<file path="src/rtl/core/pptw_pkg.sv">
// shared types and constants for the pressure point window tracker
`timescale 1ns / 1ps

package pptw_pkg;

    localparam int MAX_POINTS_DEF = 16;
    localparam int MAX_RESULTS    = 32;

    localparam int CMD_W    = 2;
    localparam int SLOT_W   = 4;
    localparam int VALUE_W  = 24;
    localparam int PCOUNT_W = 5;
    localparam int INDEX_W  = 4;
    localparam int SCALE_W  = 12;
    localparam int FRAC_W   = 8;
    localparam int PROD_W   = VALUE_W + SCALE_W;
    localparam int CMP_W    = PROD_W + 2;
    localparam int EVT_W    = $clog2(MAX_RESULTS + 1);
    localparam int CFG_IDX_W = 1;

    localparam logic [CMD_W-1:0] CMD_LOAD   = 2'd0;
    localparam logic [CMD_W-1:0] CMD_BEGIN  = 2'd1;
    localparam logic [CMD_W-1:0] CMD_END    = 2'd2;
    localparam logic [CMD_W-1:0] CMD_SAMPLE = 2'd3;

    localparam logic [CFG_IDX_W-1:0] CFG_ENTER_SCALE = 1'b0;
    localparam logic [CFG_IDX_W-1:0] CFG_EXIT_SCALE  = 1'b1;

    localparam logic EVT_ENTERED = 1'b0;
    localparam logic EVT_EXITED  = 1'b1;

    typedef struct packed {
        logic load;
        logic stop;
        logic scan_start;
        logic scan_rd;
        logic scan_step;
        logic scan_done;
        logic smp_start;
        logic pt_rd;
        logic emit_enter;
        logic emit_exit;
        logic flush;
    } dp_cmd_t;

    typedef struct packed {
        logic tracking;
        logic count_ok;
        logic scan_last;
        logic enter_hit;
        logic exit_hit;
        logic in_window;
        logic pos_last;
        logic pend_valid;
        logic out_free;
        logic cap_hit;
    } dp_sts_t;

endpackage

</file>
<file path="src/rtl/core/pptw_ctrl.sv">
// controller state machine for the pressure point window tracker
`timescale 1ns / 1ps

module pptw_ctrl (
    input  logic                          clk,
    input  logic                          rst_n,
    input  logic                          in_valid,
    input  logic [pptw_pkg::CMD_W-1:0]    in_command,
    output logic                          in_ready,
    input  pptw_pkg::dp_sts_t             sts,
    output pptw_pkg::dp_cmd_t             cmd
);

    localparam logic [2:0] S_IDLE     = 3'd0;
    localparam logic [2:0] S_SCAN_RD  = 3'd1;
    localparam logic [2:0] S_SCAN_CMP = 3'd2;
    localparam logic [2:0] S_SCAN_END = 3'd3;
    localparam logic [2:0] S_RD       = 3'd4;
    localparam logic [2:0] S_EVAL     = 3'd5;
    localparam logic [2:0] S_FLUSH    = 3'd6;

    logic [2:0] state_reg;
    logic [2:0] state_next;

    always_ff @(posedge clk or negedge rst_n)
    begin
        if (!rst_n)
        begin
            state_reg <= S_IDLE;
        end
        else
        begin
            state_reg <= state_next;
        end
    end

    always_comb
    begin
        state_next = state_reg;
        cmd        = '0;
        in_ready   = 1'b0;
        case (state_reg)
            S_IDLE:
            begin
                in_ready = 1'b1;
                if (in_valid)
                begin
                    case (in_command)
                        pptw_pkg::CMD_LOAD:
                        begin
                            cmd.load = 1'b1;
                        end
                        pptw_pkg::CMD_BEGIN:
                        begin
                            cmd.stop = 1'b1;
                            if (sts.count_ok)
                            begin
                                cmd.scan_start = 1'b1;
                                state_next     = S_SCAN_RD;
                            end
                        end
                        pptw_pkg::CMD_END:
                        begin
                            cmd.stop = 1'b1;
                        end
                        pptw_pkg::CMD_SAMPLE:
                        begin
                            if (sts.tracking)
                            begin
                                cmd.smp_start = 1'b1;
                                state_next    = S_RD;
                            end
                        end
                        default:
                        begin
                            cmd = '0;
                        end
                    endcase
                end
            end
            S_SCAN_RD:
            begin
                cmd.scan_rd = 1'b1;
                state_next  = S_SCAN_CMP;
            end
            S_SCAN_CMP:
            begin
                cmd.scan_step = 1'b1;
                state_next    = sts.scan_last ? S_SCAN_END : S_SCAN_RD;
            end
            S_SCAN_END:
            begin
                cmd.scan_done = 1'b1;
                state_next    = S_IDLE;
            end
            S_RD:
            begin
                cmd.pt_rd  = 1'b1;
                state_next = S_EVAL;
            end
            S_EVAL:
            begin
                if (!sts.in_window)
                begin
                    if (!sts.enter_hit || sts.cap_hit)
                    begin
                        state_next = S_FLUSH;
                    end
                    else if (sts.out_free)
                    begin
                        cmd.emit_enter = 1'b1;
                    end
                end
                else
                begin
                    if (!sts.exit_hit || sts.cap_hit)
                    begin
                        state_next = S_FLUSH;
                    end
                    else if (sts.out_free)
                    begin
                        cmd.emit_exit = 1'b1;
                        state_next    = sts.pos_last ? S_FLUSH : S_RD;
                    end
                end
            end
            S_FLUSH:
            begin
                if (!sts.pend_valid)
                begin
                    state_next = S_IDLE;
                end
                else if (sts.out_free)
                begin
                    cmd.flush  = 1'b1;
                    state_next = S_IDLE;
                end
            end
            default:
            begin
                state_next = S_IDLE;
            end
        endcase
    end

endmodule

</file>
<file path="src/rtl/core/pptw_dp.sv">
// datapath: point table, base step scan, window compare and event output
`timescale 1ns / 1ps

module pptw_dp #(
    parameter int MAX_POINTS = pptw_pkg::MAX_POINTS_DEF
) (
    input  logic                                  clk,
    input  logic                                  rst_n,
    input  logic                                  cfg_we,
    input  logic [pptw_pkg::CFG_IDX_W-1:0]        cfg_index,
    input  logic [pptw_pkg::SCALE_W-1:0]          cfg_data,
    input  logic [pptw_pkg::SLOT_W-1:0]           in_slot,
    input  logic [pptw_pkg::VALUE_W-1:0]          in_value,
    input  logic                                  in_reverse,
    input  logic [pptw_pkg::PCOUNT_W-1:0]         in_point_count,
    input  pptw_pkg::dp_cmd_t                     cmd,
    output pptw_pkg::dp_sts_t                     sts,
    input  logic                                  out_ready,
    output logic                                  out_valid,
    output logic                                  out_kind,
    output logic [pptw_pkg::INDEX_W-1:0]          out_index,
    output logic [pptw_pkg::VALUE_W-1:0]          out_value,
    output logic                                  out_still,
    output logic                                  out_last
);

    localparam int IDX_W = $clog2(MAX_POINTS);
    localparam int CNT_W = $clog2(MAX_POINTS + 1);
    localparam int CW    = (CNT_W > pptw_pkg::PCOUNT_W) ? CNT_W : pptw_pkg::PCOUNT_W;
    localparam int RW    = ((CNT_W > pptw_pkg::SLOT_W) ? CNT_W : pptw_pkg::SLOT_W) + 1;
    localparam int VW    = pptw_pkg::VALUE_W;
    localparam int PW    = pptw_pkg::PROD_W;
    localparam int XW    = pptw_pkg::CMP_W;
    localparam int SW    = pptw_pkg::SCALE_W;
    localparam int EW    = pptw_pkg::EVT_W;

    function automatic logic [IDX_W-1:0] slot_wrap(input logic [pptw_pkg::SLOT_W-1:0] s);
        logic [RW-1:0] r;
        r = RW'(s);
        for (int k = 0; k < 8; k++)
        begin
            if (r >= RW'(MAX_POINTS))
            begin
                r = r - RW'(MAX_POINTS);
            end
        end
        return IDX_W'(r);
    endfunction

    logic [VW-1:0]    tbl_mem [MAX_POINTS];
    logic [VW-1:0]    rd_data_reg;

    logic [SW-1:0]    enter_scale_reg;
    logic [SW-1:0]    exit_scale_reg;

    logic [CNT_W-1:0] active_count_reg;
    logic [VW-1:0]    base_step_reg;
    logic [CNT_W-1:0] position_reg;
    logic             inside_reg;
    logic             tracking_reg;
    logic             reverse_reg;

    logic [CNT_W-1:0] scan_n_reg;
    logic [CNT_W-1:0] scan_idx_reg;
    logic             scan_rev_reg;
    logic [VW-1:0]    prev_reg;
    logic [VW-1:0]    best_reg;
    logic             found_reg;

    logic [VW-1:0]    sample_reg;
    logic [PW-1:0]    d_enter_reg;
    logic [PW-1:0]    d_exit_reg;
    logic [EW-1:0]    evt_cnt_reg;

    logic             pend_valid_reg;
    logic             pend_kind_reg;
    logic [pptw_pkg::INDEX_W-1:0] pend_index_reg;
    logic [VW-1:0]    pend_value_reg;
    logic             pend_still_reg;

    logic             out_valid_reg;
    logic             out_kind_reg;
    logic [pptw_pkg::INDEX_W-1:0] out_index_reg;
    logic [VW-1:0]    out_value_reg;
    logic             out_still_reg;
    logic             out_last_reg;

    logic [CW-1:0]    pc_wide;
    logic [CNT_W-1:0] n_sat;
    logic [CNT_W-1:0] pt_full;
    logic [IDX_W-1:0] pt_idx;
    logic [IDX_W-1:0] rd_addr;
    logic signed [VW:0]   gap_diff;
    logic [VW-1:0]    gap_abs;
    logic signed [VW:0]   sd;
    logic signed [XW-1:0] sd_sh;
    logic signed [XW-1:0] enter_sum;
    logic signed [XW-1:0] exit_sum;
    logic             pos_last;
    logic             ev_valid;
    logic             ev_kind;
    logic             ev_still;
    logic             push_out;
    logic             push_last;

    assign pc_wide = CW'(in_point_count);
    assign n_sat   = (pc_wide > CW'(MAX_POINTS)) ? CNT_W'(MAX_POINTS) : CNT_W'(pc_wide);

    assign pt_full = reverse_reg ? (active_count_reg - CNT_W'(1) - position_reg) : position_reg;
    assign pt_idx  = pt_full[IDX_W-1:0];
    assign rd_addr = cmd.scan_rd ? scan_idx_reg[IDX_W-1:0] : pt_idx;

    assign gap_diff = $signed({rd_data_reg[VW-1], rd_data_reg}) - $signed({prev_reg[VW-1], prev_reg});
    assign gap_abs  = gap_diff[VW] ? VW'(-gap_diff) : gap_diff[VW-1:0];

    assign sd = reverse_reg
              ? ($signed({rd_data_reg[VW-1], rd_data_reg}) - $signed({sample_reg[VW-1], sample_reg}))
              : ($signed({sample_reg[VW-1], sample_reg}) - $signed({rd_data_reg[VW-1], rd_data_reg}));
    assign sd_sh     = {{(XW - VW - 1 - pptw_pkg::FRAC_W){sd[VW]}}, sd, {pptw_pkg::FRAC_W{1'b0}}};
    assign enter_sum = sd_sh + $signed(XW'(d_enter_reg));
    assign exit_sum  = sd_sh - $signed(XW'(d_exit_reg));

    assign pos_last  = (CNT_W'(position_reg + CNT_W'(1)) == active_count_reg);
    assign ev_valid  = cmd.emit_enter || cmd.emit_exit;
    assign ev_kind   = cmd.emit_exit ? pptw_pkg::EVT_EXITED : pptw_pkg::EVT_ENTERED;
    assign ev_still  = cmd.emit_exit ? !pos_last : 1'b1;
    assign push_out  = pend_valid_reg && (ev_valid || cmd.flush);
    assign push_last = cmd.flush;

    always_comb
    begin
        sts            = '0;
        sts.tracking   = tracking_reg;
        sts.count_ok   = (n_sat >= CNT_W'(2));
        sts.scan_last  = (CNT_W'(scan_idx_reg + CNT_W'(1)) == scan_n_reg);
        sts.enter_hit  = !enter_sum[XW-1];
        sts.exit_hit   = !exit_sum[XW-1];
        sts.in_window  = inside_reg;
        sts.pos_last   = pos_last;
        sts.pend_valid = pend_valid_reg;
        sts.out_free   = !out_valid_reg || out_ready;
        sts.cap_hit    = (evt_cnt_reg >= EW'(pptw_pkg::MAX_RESULTS));
    end

    // point table
    always_ff @(posedge clk)
    begin
        if (cmd.load)
        begin
            tbl_mem[slot_wrap(in_slot)] <= in_value;
        end
        if (cmd.scan_rd || cmd.pt_rd)
        begin
            rd_data_reg <= tbl_mem[rd_addr];
        end
    end

    always_ff @(posedge clk or negedge rst_n)
    begin
        if (!rst_n)
        begin
            enter_scale_reg <= '0;
            exit_scale_reg  <= '0;
        end
        else if (cfg_we)
        begin
            if (cfg_index == pptw_pkg::CFG_ENTER_SCALE)
            begin
                enter_scale_reg <= cfg_data;
            end
            else
            begin
                exit_scale_reg <= cfg_data;
            end
        end
    end

    // tracking state
    always_ff @(posedge clk or negedge rst_n)
    begin
        if (!rst_n)
        begin
            active_count_reg <= '0;
            base_step_reg    <= '0;
            position_reg     <= '0;
            inside_reg       <= 1'b0;
            tracking_reg     <= 1'b0;
            reverse_reg      <= 1'b0;
        end
        else if (cmd.stop)
        begin
            active_count_reg <= '0;
            base_step_reg    <= '0;
            position_reg     <= '0;
            inside_reg       <= 1'b0;
            tracking_reg     <= 1'b0;
        end
        else if (cmd.scan_done)
        begin
            if (found_reg)
            begin
                base_step_reg    <= best_reg;
                active_count_reg <= scan_n_reg;
                reverse_reg      <= scan_rev_reg;
                position_reg     <= '0;
                inside_reg       <= 1'b0;
                tracking_reg     <= 1'b1;
            end
        end
        else if (cmd.emit_enter)
        begin
            inside_reg <= 1'b1;
        end
        else if (cmd.emit_exit)
        begin
            inside_reg   <= 1'b0;
            position_reg <= CNT_W'(position_reg + CNT_W'(1));
            if (pos_last)
            begin
                tracking_reg <= 1'b0;
            end
        end
    end

    // base step scan
    always_ff @(posedge clk or negedge rst_n)
    begin
        if (!rst_n)
        begin
            scan_n_reg   <= '0;
            scan_idx_reg <= '0;
            scan_rev_reg <= 1'b0;
            found_reg    <= 1'b0;
        end
        else if (cmd.scan_start)
        begin
            scan_n_reg   <= n_sat;
            scan_idx_reg <= '0;
            scan_rev_reg <= in_reverse;
            found_reg    <= 1'b0;
        end
        else if (cmd.scan_step)
        begin
            scan_idx_reg <= CNT_W'(scan_idx_reg + CNT_W'(1));
            if (scan_idx_reg != '0 && gap_abs != '0 && (!found_reg || gap_abs < best_reg))
            begin
                found_reg <= 1'b1;
            end
        end
    end

    always_ff @(posedge clk)
    begin
        if (cmd.scan_step)
        begin
            prev_reg <= rd_data_reg;
            if (scan_idx_reg != '0 && gap_abs != '0 && (!found_reg || gap_abs < best_reg))
            begin
                best_reg <= gap_abs;
            end
        end
        if (cmd.smp_start)
        begin
            sample_reg  <= in_value;
            d_enter_reg <= PW'(base_step_reg) * PW'(enter_scale_reg);
            d_exit_reg  <= PW'(base_step_reg) * PW'(exit_scale_reg);
        end
    end

    // event hold and output register
    always_ff @(posedge clk or negedge rst_n)
    begin
        if (!rst_n)
        begin
            evt_cnt_reg    <= '0;
            pend_valid_reg <= 1'b0;
            out_valid_reg  <= 1'b0;
        end
        else
        begin
            if (cmd.smp_start)
            begin
                evt_cnt_reg <= '0;
            end
            else if (ev_valid)
            begin
                evt_cnt_reg <= EW'(evt_cnt_reg + EW'(1));
            end

            if (ev_valid)
            begin
                pend_valid_reg <= 1'b1;
            end
            else if (cmd.flush)
            begin
                pend_valid_reg <= 1'b0;
            end

            if (push_out)
            begin
                out_valid_reg <= 1'b1;
            end
            else if (out_ready)
            begin
                out_valid_reg <= 1'b0;
            end
        end
    end

    always_ff @(posedge clk)
    begin
        if (ev_valid)
        begin
            pend_kind_reg  <= ev_kind;
            pend_index_reg <= pptw_pkg::INDEX_W'(pt_idx);
            pend_value_reg <= rd_data_reg;
            pend_still_reg <= ev_still;
        end
        if (push_out)
        begin
            out_kind_reg  <= pend_kind_reg;
            out_index_reg <= pend_index_reg;
            out_value_reg <= pend_value_reg;
            out_still_reg <= pend_still_reg;
            out_last_reg  <= push_last;
        end
    end

    assign out_valid = out_valid_reg;
    assign out_kind  = out_kind_reg;
    assign out_index = out_index_reg;
    assign out_value = out_value_reg;
    assign out_still = out_still_reg;
    assign out_last  = out_last_reg;

    a_track_range: assert property (@(posedge clk) disable iff (!rst_n)
        tracking_reg |-> (active_count_reg >= CNT_W'(2)) && (position_reg < active_count_reg))
        else $error("tracking with position outside the active points");

    a_track_step: assert property (@(posedge clk) disable iff (!rst_n)
        tracking_reg |-> (base_step_reg != '0))
        else $error("tracking with zero base step");

    a_push_room: assert property (@(posedge clk) disable iff (!rst_n)
        push_out |-> (!out_valid_reg || out_ready))
        else $error("event pushed over an untaken beat");

    a_evt_cap: assert property (@(posedge clk) disable iff (!rst_n)
        evt_cnt_reg <= EW'(pptw_pkg::MAX_RESULTS))
        else $error("event count beyond result limit");

    a_flush_clear: assert property (@(posedge clk) disable iff (!rst_n)
        cmd.flush |=> !pend_valid_reg)
        else $error("held event survives a flush");

endmodule

</file>
<file path="src/rtl/core/pressure_point_window_tracker.sv">
// top level of the pressure point window tracker
`timescale 1ns / 1ps

// channel   direction  tdata                                            tuser        tlast
// s_axis    in         slot, value, reverse, point_count (40 bits)      command      -
// m_axis    out        point_index, point_value, still_tracking (32)    event_kind   last
// cfg       in         cfg_index 0 enter_scale, 1 exit_scale            -            -
//
// load and end are done straight from idle; begin (count saturated, only a stop below
// two points) walks the point table through its single read port, reading and comparing
// each gap in turn, and tracking starts only on a nonzero smallest gap
// a sample evaluates the points in turn, emitting enter and exit events, then flushes the held one
// reset clears all tracking state; the point table holds no reset value
// a stalled output holds the sample in progress, and no new beat is taken meanwhile

module pressure_point_window_tracker #(
    parameter int MAX_POINTS = pptw_pkg::MAX_POINTS_DEF
) (
    input  logic                               clk,
    input  logic                               rst_n,
    input  logic                               s_axis_tvalid,
    output logic                               s_axis_tready,
    input  logic [39:0]                        s_axis_tdata,  // slot, value, reverse, point_count
    input  logic [pptw_pkg::CMD_W-1:0]         s_axis_tuser,  // command
    output logic                               m_axis_tvalid,
    input  logic                               m_axis_tready,
    output logic [31:0]                        m_axis_tdata,  // point_index, point_value, still_tracking
    output logic                               m_axis_tuser,  // event_kind
    output logic                               m_axis_tlast,
    input  logic                               cfg_we,
    input  logic [pptw_pkg::CFG_IDX_W-1:0]     cfg_index,
    input  logic [pptw_pkg::SCALE_W-1:0]       cfg_data
);

    pptw_pkg::dp_cmd_t cmd;
    pptw_pkg::dp_sts_t sts;

    logic [pptw_pkg::INDEX_W-1:0] out_index;
    logic [pptw_pkg::VALUE_W-1:0] out_value;
    logic                         out_still;

    pptw_ctrl u_ctrl (
        .clk        (clk),
        .rst_n      (rst_n),
        .in_valid   (s_axis_tvalid),
        .in_command (s_axis_tuser),
        .in_ready   (s_axis_tready),
        .sts        (sts),
        .cmd        (cmd)
    );

    pptw_dp #(
        .MAX_POINTS (MAX_POINTS)
    ) u_dp (
        .clk            (clk),
        .rst_n          (rst_n),
        .cfg_we         (cfg_we),
        .cfg_index      (cfg_index),
        .cfg_data       (cfg_data),
        .in_slot        (s_axis_tdata[3:0]),
        .in_value       (s_axis_tdata[27:4]),
        .in_reverse     (s_axis_tdata[28]),
        .in_point_count (s_axis_tdata[33:29]),
        .cmd            (cmd),
        .sts            (sts),
        .out_ready      (m_axis_tready),
        .out_valid      (m_axis_tvalid),
        .out_kind       (m_axis_tuser),
        .out_index      (out_index),
        .out_value      (out_value),
        .out_still      (out_still),
        .out_last       (m_axis_tlast)
    );

    assign m_axis_tdata = {3'b000, out_still, out_value, out_index};

endmodule

</file>
<file path="config.mk">
export PLATFORM = sky130hd
export DESIGN_NAME = pressure_point_window_tracker
export DESIGN_NICKNAME = d
export VERILOG_FILES = /design/src/rtl/core/pptw_pkg.sv /design/src/rtl/core/pptw_ctrl.sv /design/src/rtl/core/pptw_dp.sv /design/src/rtl/core/pressure_point_window_tracker.sv
export SDC_FILE = /design/constraint.sdc
export NUM_CORES = 2
export LEC_CHECK = 0
export ABC_AREA = 1
export BUFFER_PORTS_ARGS = -buffer_cell sky130_fd_sc_hd__buf_2
export CORE_MARGIN = 4
export CORE_UTILIZATION = 65
export DETAILED_ROUTE_END_ITERATION = 8
export PLACE_DENSITY_LB_ADDON = 0.08
export SYNTH_ARGS = -nofsm -noshare
export SYNTH_HDL_FRONTEND = slang
export SYNTH_SLANG_ARGS = --single-unit
</file>
<file path="constraint.sdc">
create_clock -name clk -period 26.9 [get_ports clk]
set_clock_uncertainty 0.2 [all_clocks]
set_input_delay 4.035 -clock clk [delete_from_list [all_inputs] [get_ports clk]]
set_output_delay 4.035 -clock clk [all_outputs]
set_load 0.05 [all_outputs]
</file>
# Word level (Yosys, flattened, before mapping)
# Memories as Yosys holds them, arrays and structs flattened. A register that Yosys moved wholly into a read port is not among the register bits.
# Index checks and enable logic that the tools add are counted.
# op_classes
add_sub_neg	11
multipliers	2
order_cmp	4
eq_ne	20
muxes	76
n_bitwise	2
n_reduce_logical	38
# ops
cell	count
$mux 24	4
$sub 24x24->25	3
$mul 24x12->36	2
$mux 5	11
$add 33x37->38	1
$sub 33x37->38	1
$mux 1	35
$mux 3	10
$mux 25	1
$lt 24x24->1	1
$neg 24->24	1
$reduce_bool 24->1	1
$pmux 3 s6	1
$reduce_bool 2->1	7
$mux 6	2
$ne 3x3->1 const B	4
$reduce_and 2->1	6
$mux 11	1
$add 5x1->5 const B	2
$eq 5x5->1	2
$pmux 1 s2	5
$eq 3x3->1 const B	3
$mux 4	2
$logic_or 1x1->1	7
29 further kinds	40
# word_totals
register_bits	289
ram_bits	384
in_bits	60
output_inout_bits	36
elab_cells	184
memories	1
# memory_table
memory	depth	word_bits	read_ports	rd_clocked_by_memory_dff	write_ports	line_no	text
u_dp.tbl_mem	16	24	1	1	1	pptw_dp.sv:50	logic [VW-1:0] tbl_mem [MAX_POINTS];

# Depth between registers and ports, before layout
# depth
ltp_word	11
mapped_depth	30
mapped_depth_nobuf	30

# Cells and area by module
# Synthesis repeated with hierarchy kept, for this count alone.
# hier_totals
hier_cells	5310
area_unflattened_um2	50330.8
# by_module_without_submodules
mod	n_inst	cells_each	area_per_inst_um2	seq_area_each_um2
pptw_dp	1	5228	49874.1	20194.4
pptw_ctrl	1	77	422.9	75.1
pressure_point_window_tracker	1	5	33.8	0.0

# Least setup slack after synthesis
# No wires, ideal clock.
# synth_timing
path_type	input to register
startpoint	in s_axis_tuser[0] (netlist bit)
endpoint	reg u_dp.evt_cnt_reg[3]
setup_time_ns	0.126
t_arrival_ns	11.747
required_time_ns	26.574
setup_slack_ns	14.828
cell_stages	8
path_buffers	0
cell_sequence	ha_1 -> inv_1 -> nor2_1 -> inv_1 -> nor3_1 -> inv_1 -> nand3_1 -> nand2_1
# synth_rtl
element	line_no	text
from (decl)	pressure_point_window_tracker.sv:24	input logic [pptw_pkg::CMD_W-1:0] s_axis_tuser,
to (signal assigned)	pptw_dp.sv:287	evt_cnt_reg <= EW'(evt_cnt_reg + EW'(1));
to (decl)	pptw_dp.sv:73	logic [EW-1:0] evt_cnt_reg;

# Final worst setup path
# layout_timing
startpoint	reg u_dp.exit_scale_reg[3]
endpoint	reg u_dp.d_exit_reg[27] (data pin)
# layout_via
elab_chain_len	1
# layout_lines
element	line_no	text
from (decl)	pptw_dp.sv:54	logic [SW-1:0] exit_scale_reg;
from (signal assigned)	pptw_dp.sv:173	exit_scale_reg <= cfg_data;
$mul 24x12->36	pptw_dp.sv:266	d_exit_reg <= PW'(base_step_reg) * PW'(exit_scale_reg);
to (signal assigned)	pptw_dp.sv:266	
to (decl)	pptw_dp.sv:72	logic [PW-1:0] d_exit_reg;
# No other way between the ends.
# A chain may end at the register's enable or synchronous reset.

==> flow_metrics.env <==
export IMPL_outcome="complete, no violations"
export IMPL_area_delta_synth_final_pct=7.53
export IMPL_final_antenna_net_count=0
export IMPL_number_of_stages_on_the_worst_setup_path=19
export IMPL_critPathMaxFanout=25
export IMPL_drt_first_pass_iters=6
export IMPL_worst_setup_path_endpoint="u_dp.d_exit_reg[27]"
export IMPL_worstPathArrival_ns=7.32
export IMPL_worst_setup_path_start_kind="flip-flop"
export IMPL_crit_chain="nand2_1 -> fa_1 -> inv_1 -> fa_1 -> inv_1 -> fa_1 -> inv_1 -> fa_1 -> fa_1 -> ha_1 -> a21oi_1 -> o21ai_0 -> a31oi_1 -> o21ai_2 -> a21oi_1 -> o21ai_2 -> a21boi_0 -> o21bai_1 -> xor2_1"
export IMPL_avgRoutedWirePerCell_um=18.6
export IMPL_cp_startpoint="u_dp.exit_scale_reg[3]"
export IMPL_ys_seq_area_share_pct=40.1
export IMPL_ff2ff_path_depth=19
export IMPL_critPathTopFamily="adder cells"
export IMPL_relative_slew_slack_pct=17.7
export IMPL_clock_path_buffers=3
export IMPL_share_of_layout_cells_above_drive_strength_1_pct=6.89
export IMPL_r2r_setup_slack_ns=19.76
export IMPL_drt_vias_per_instance=5.69
export IMPL_detailroute_via_count=36600
export IMPL_ctsResizeCount=0
export IMPL_highest_achievable_clock_rate_ghz=0.140
export IMPL_synth_mux_area_share_pct=0.633
export IMPL_maxCapViolations=0
export IMPL_design_final_nets=6130
export IMPL_peakVddDrop_v=0.000139
export IMPL_worst_skew_pair_late_latency_ns=0.65
export IMPL_synthXorXnorAreaFrac_pct=1.89
export IMPL_max_stage_delay_ns=0.99
export IMPL_netlist_cell_type_count=61
export IMPL_fin_tns_setup_ns=0
export IMPL_layout_core_utilization_pct=70.3
export IMPL_power_density_nw_per_um2=115
export IMPL_grt_pass1_vias=36300
export IMPL_synth_top_cells_by_count="sky130_fd_sc_hd__nand2_1, sky130_fd_sc_hd__inv_1, sky130_fd_sc_hd__edfxtp_1"
export IMPL_final_instance_count_excl_fill=6422
export IMPL_postSynth_asyncResetShare_pct=12.2
export IMPL_buffer_ports_inserted=86
export IMPL_gp_routability_congestion=0.918
export IMPL_number_of_flip_flops_under_the_largest_register_name=384
export IMPL_tritoncts="built"
export IMPL_worst_r2r_endpoint="u_dp.d_exit_reg[27]"
export IMPL_yosys_area_top_type_share_pct=35.9
export IMPL_yosys_register_bits=689
export IMPL_library_cell_with_the_highest_instance_count_after_synthesis="sky130_fd_sc_hd__nand2_1"
export IMPL_worstHoldPathType="reg -> reg"
export IMPL_synth_yosys_warnings=0
export IMPL_setup_viol=0
export IMPL_synth_simple_gate_area_share_pct=14.7
export IMPL_timing_critical_path_required_ns=27.09
export IMPL_number_of_sinks_driven_by_the_clock_tree=689
export IMPL_finalCriticalPeriod_ns=7.14
export IMPL_timing_hold_violations_final=0
export IMPL_initial_core_util_pct=65.4
export IMPL_worst_pin_slew_ns=1.23
export IMPL_clk_transition_reported_paths_ns=0.06
export IMPL_grt_setup_unrepaired="false"
export IMPL_cts_setup_buffers=0
export IMPL_largest_net_degree_at_the_start_of_global_routing=193
export IMPL_drt_wl_total_mm=119
export IMPL_detail_route_iter0_violations=3327
export IMPL_synth_top_family_by_area="adder cells"
export IMPL_synth_area_per_cell_um2=9.45
export IMPL_rr_startpoint="u_dp.exit_scale_reg[3]"
export IMPL_synth_flop_cell="sky130_fd_sc_hd__edfxtp_1"
export IMPL_drc=0
export IMPL_sum_of_overflow_across_all_layers_after_global_routing=0
export IMPL_cts_root_buf="sky130_fd_sc_hd__clkbuf_16"
export IMPL_count_of_flip_flops_with_a_built_in_enable_after_synthesis=605
export IMPL_die_height_um=287
export IMPL_die_area_um2=82300
export IMPL_num_antenna_cells=0
export IMPL_num_io_pins=96
export IMPL_synth_compound_area_share_pct=7.97
export IMPL_cts_htree_levels=3
export IMPL_dp_cells=6287
export IMPL_post_synth_inst_count=5350
export IMPL_syn_cell_area_um2=50600
export IMPL_cts_hold_fix_buffers=0
export IMPL_maxSlewViolCount=0
export IMPL_synth_top_cells_by_area="sky130_fd_sc_hd__edfxtp_1, sky130_fd_sc_hd__fa_1, sky130_fd_sc_hd__nand2_1"
export IMPL_power_static_leakage_nw=25.0
export IMPL_path_common_cell="sky130_fd_sc_hd__fa_1"
export IMPL_track_usage_pct=29.6
export IMPL_coreArea_um2=77300
export IMPL_netlist_top_cell_by_area="sky130_fd_sc_hd__edfxtp_1"
export IMPL_cp_capture_type="flip-flop"
export IMPL_path_buf_inv=3
export IMPL_antenna_found_initial=1
export IMPL_cts_inserted_buffers=74
export IMPL_criticalPathCategory="reg -> reg"
export IMPL_crit_slowest_cell="sky130_fd_sc_hd__dfrtp_1"
export IMPL_period_share_pct=26.5
export IMPL_synth_adder_area_share_pct=25.1
export IMPL_die_width_um=287
export IMPL_core_rowCount=102
export IMPL_place_hpwl_mm=84.9
export IMPL_grt_pass1_wl_mm=193
[worst min-delay path by stage]
| stage | endpoint | cells after the start | start |
|---|---|---|---|
| after floorplan | u_dp.out_index[0] | 0 | u_dp.pend_index_reg[0] |
| after global placement | u_dp.out_index[3] | 0 | u_dp.pend_index_reg[3] |
| after detailed placement | u_dp.out_value[14] | 0 | u_dp.pend_value_reg[14] |
| after CTS | u_dp.out_value[14] | 0 | u_dp.pend_value_reg[14] |
| after global routing | u_dp.out_value[11] | 0 | u_dp.pend_value_reg[11] |
| final | u_dp.out_value[14] | 0 | u_dp.pend_value_reg[14] |
[layer usage]
metal | wire length (um) | vias up | track usage (%)
met2 | 56500 | 1428 | 48.3
li1 | - | 17000 | -
met3 | 9070 | 213 | 3.82
met1 | 50200 | 17900 | 42.0
met5 | 0 | - | 0
met4 | 3610 | 0 | 8.89
[cell type report]
cell class	count	area, um2
fillers	5904	23000
flip-flops and latches	689	20300
repair buffers	139	843
well taps	1040	1300
clock inverters	47	612
clock buffers	88	1920
multi-input cells	3379	25500
inverters	1040	3910
[placed cells by master, fill, tap and decap left out, types with 6 or more instances in the layout]
cell,n
sky130_fd_sc_hd__nand2_1,1118
sky130_fd_sc_hd__inv_1,1025
sky130_fd_sc_hd__edfxtp_1,605
sky130_fd_sc_hd__nor2_1,446
sky130_fd_sc_hd__fa_1,443
sky130_fd_sc_hd__ha_1,304
sky130_fd_sc_hd__o21ai_0,196
sky130_fd_sc_hd__a21oi_1,173
sky130_fd_sc_hd__nand3_1,116
sky130_fd_sc_hd__o32ai_1,96
sky130_fd_sc_hd__buf_2,85
sky130_fd_sc_hd__dfrtp_1,84
sky130_fd_sc_hd__clkbuf_16,74
sky130_fd_sc_hd__xor2_1,73
sky130_fd_sc_hd__buf_4,53
sky130_fd_sc_hd__nand4_1,39
sky130_fd_sc_hd__a31oi_1,36
sky130_fd_sc_hd__o22ai_1,35
sky130_fd_sc_hd__xnor2_1,34
sky130_fd_sc_hd__o211ai_1,32
sky130_fd_sc_hd__nor2_2,31
sky130_fd_sc_hd__nand2_2,29
sky130_fd_sc_hd__clkinv_1,24
sky130_fd_sc_hd__mux2_2,24
sky130_fd_sc_hd__nor3_1,20
sky130_fd_sc_hd__a21o_1,17
sky130_fd_sc_hd__inv_2,12
sky130_fd_sc_hd__clkbuf_1,12
sky130_fd_sc_hd__o21ai_1,11
sky130_fd_sc_hd__o21a_1,9
sky130_fd_sc_hd__bufinv_16,9
sky130_fd_sc_hd__o221ai_1,8
sky130_fd_sc_hd__o21bai_1,8
sky130_fd_sc_hd__nor4_1,8
sky130_fd_sc_hd__a211oi_1,6
sky130_fd_sc_hd__clkinv_16,6
[power by group]
part | switching, mW | internal, mW | total (mW)
Sequential | 0.162 | 1.37 | 1.53
Combinational | 2.39 | 1.26 | 3.64
Clock | 0.443 | 0.608 | 1.05
[per-stage QoR]
stage                     area [um2]  total power [mW]  hold slack (ns)  setup slack (ns)
after floorplan                50600              4.20            0.200             14.83
after global placement         51800              5.04            0.203             19.74
after detailed placement       51800              5.15            0.205             19.71
after CTS                      54400              6.23            0.187             19.79
after global routing           54400              6.77            0.208             19.14
final                          54400              6.23            0.192             19.76
[kinds of logic after synthesis]
| kind of cell | count (synthesis) |
|---|---|
| AOI/OAI and AO/OA | 657 |
| xor gates and xnor gates | 108 |
| adders and majority gates | 747 |
| buffers and inverters | 1284 |
| DFF | 689 |
| muxes | 29 |
| other | 1 |
| and+or+nand+nor | 1835 |
[worst register-to-register path, stage by stage, from the launching register on]
cell and delay (ns):
sky130_fd_sc_hd__dfrtp_1 0.99, sky130_fd_sc_hd__nand2_1 0.21, sky130_fd_sc_hd__fa_1 0.57, sky130_fd_sc_hd__inv_1 0.05
sky130_fd_sc_hd__fa_1 0.50, sky130_fd_sc_hd__inv_1 0.05, sky130_fd_sc_hd__fa_1 0.52, sky130_fd_sc_hd__inv_1 0.05
sky130_fd_sc_hd__fa_1 0.49, sky130_fd_sc_hd__fa_1 0.42, sky130_fd_sc_hd__ha_1 0.39, sky130_fd_sc_hd__a21oi_1 0.17
sky130_fd_sc_hd__o21ai_0 0.21, sky130_fd_sc_hd__a31oi_1 0.62, sky130_fd_sc_hd__o21ai_2 0.24, sky130_fd_sc_hd__a21oi_1 0.29
sky130_fd_sc_hd__o21ai_2 0.11, sky130_fd_sc_hd__a21boi_0 0.49, sky130_fd_sc_hd__o21bai_1 0.16, sky130_fd_sc_hd__xor2_1 0.16
No activity file was read; power rests on OpenSTA's default activity.
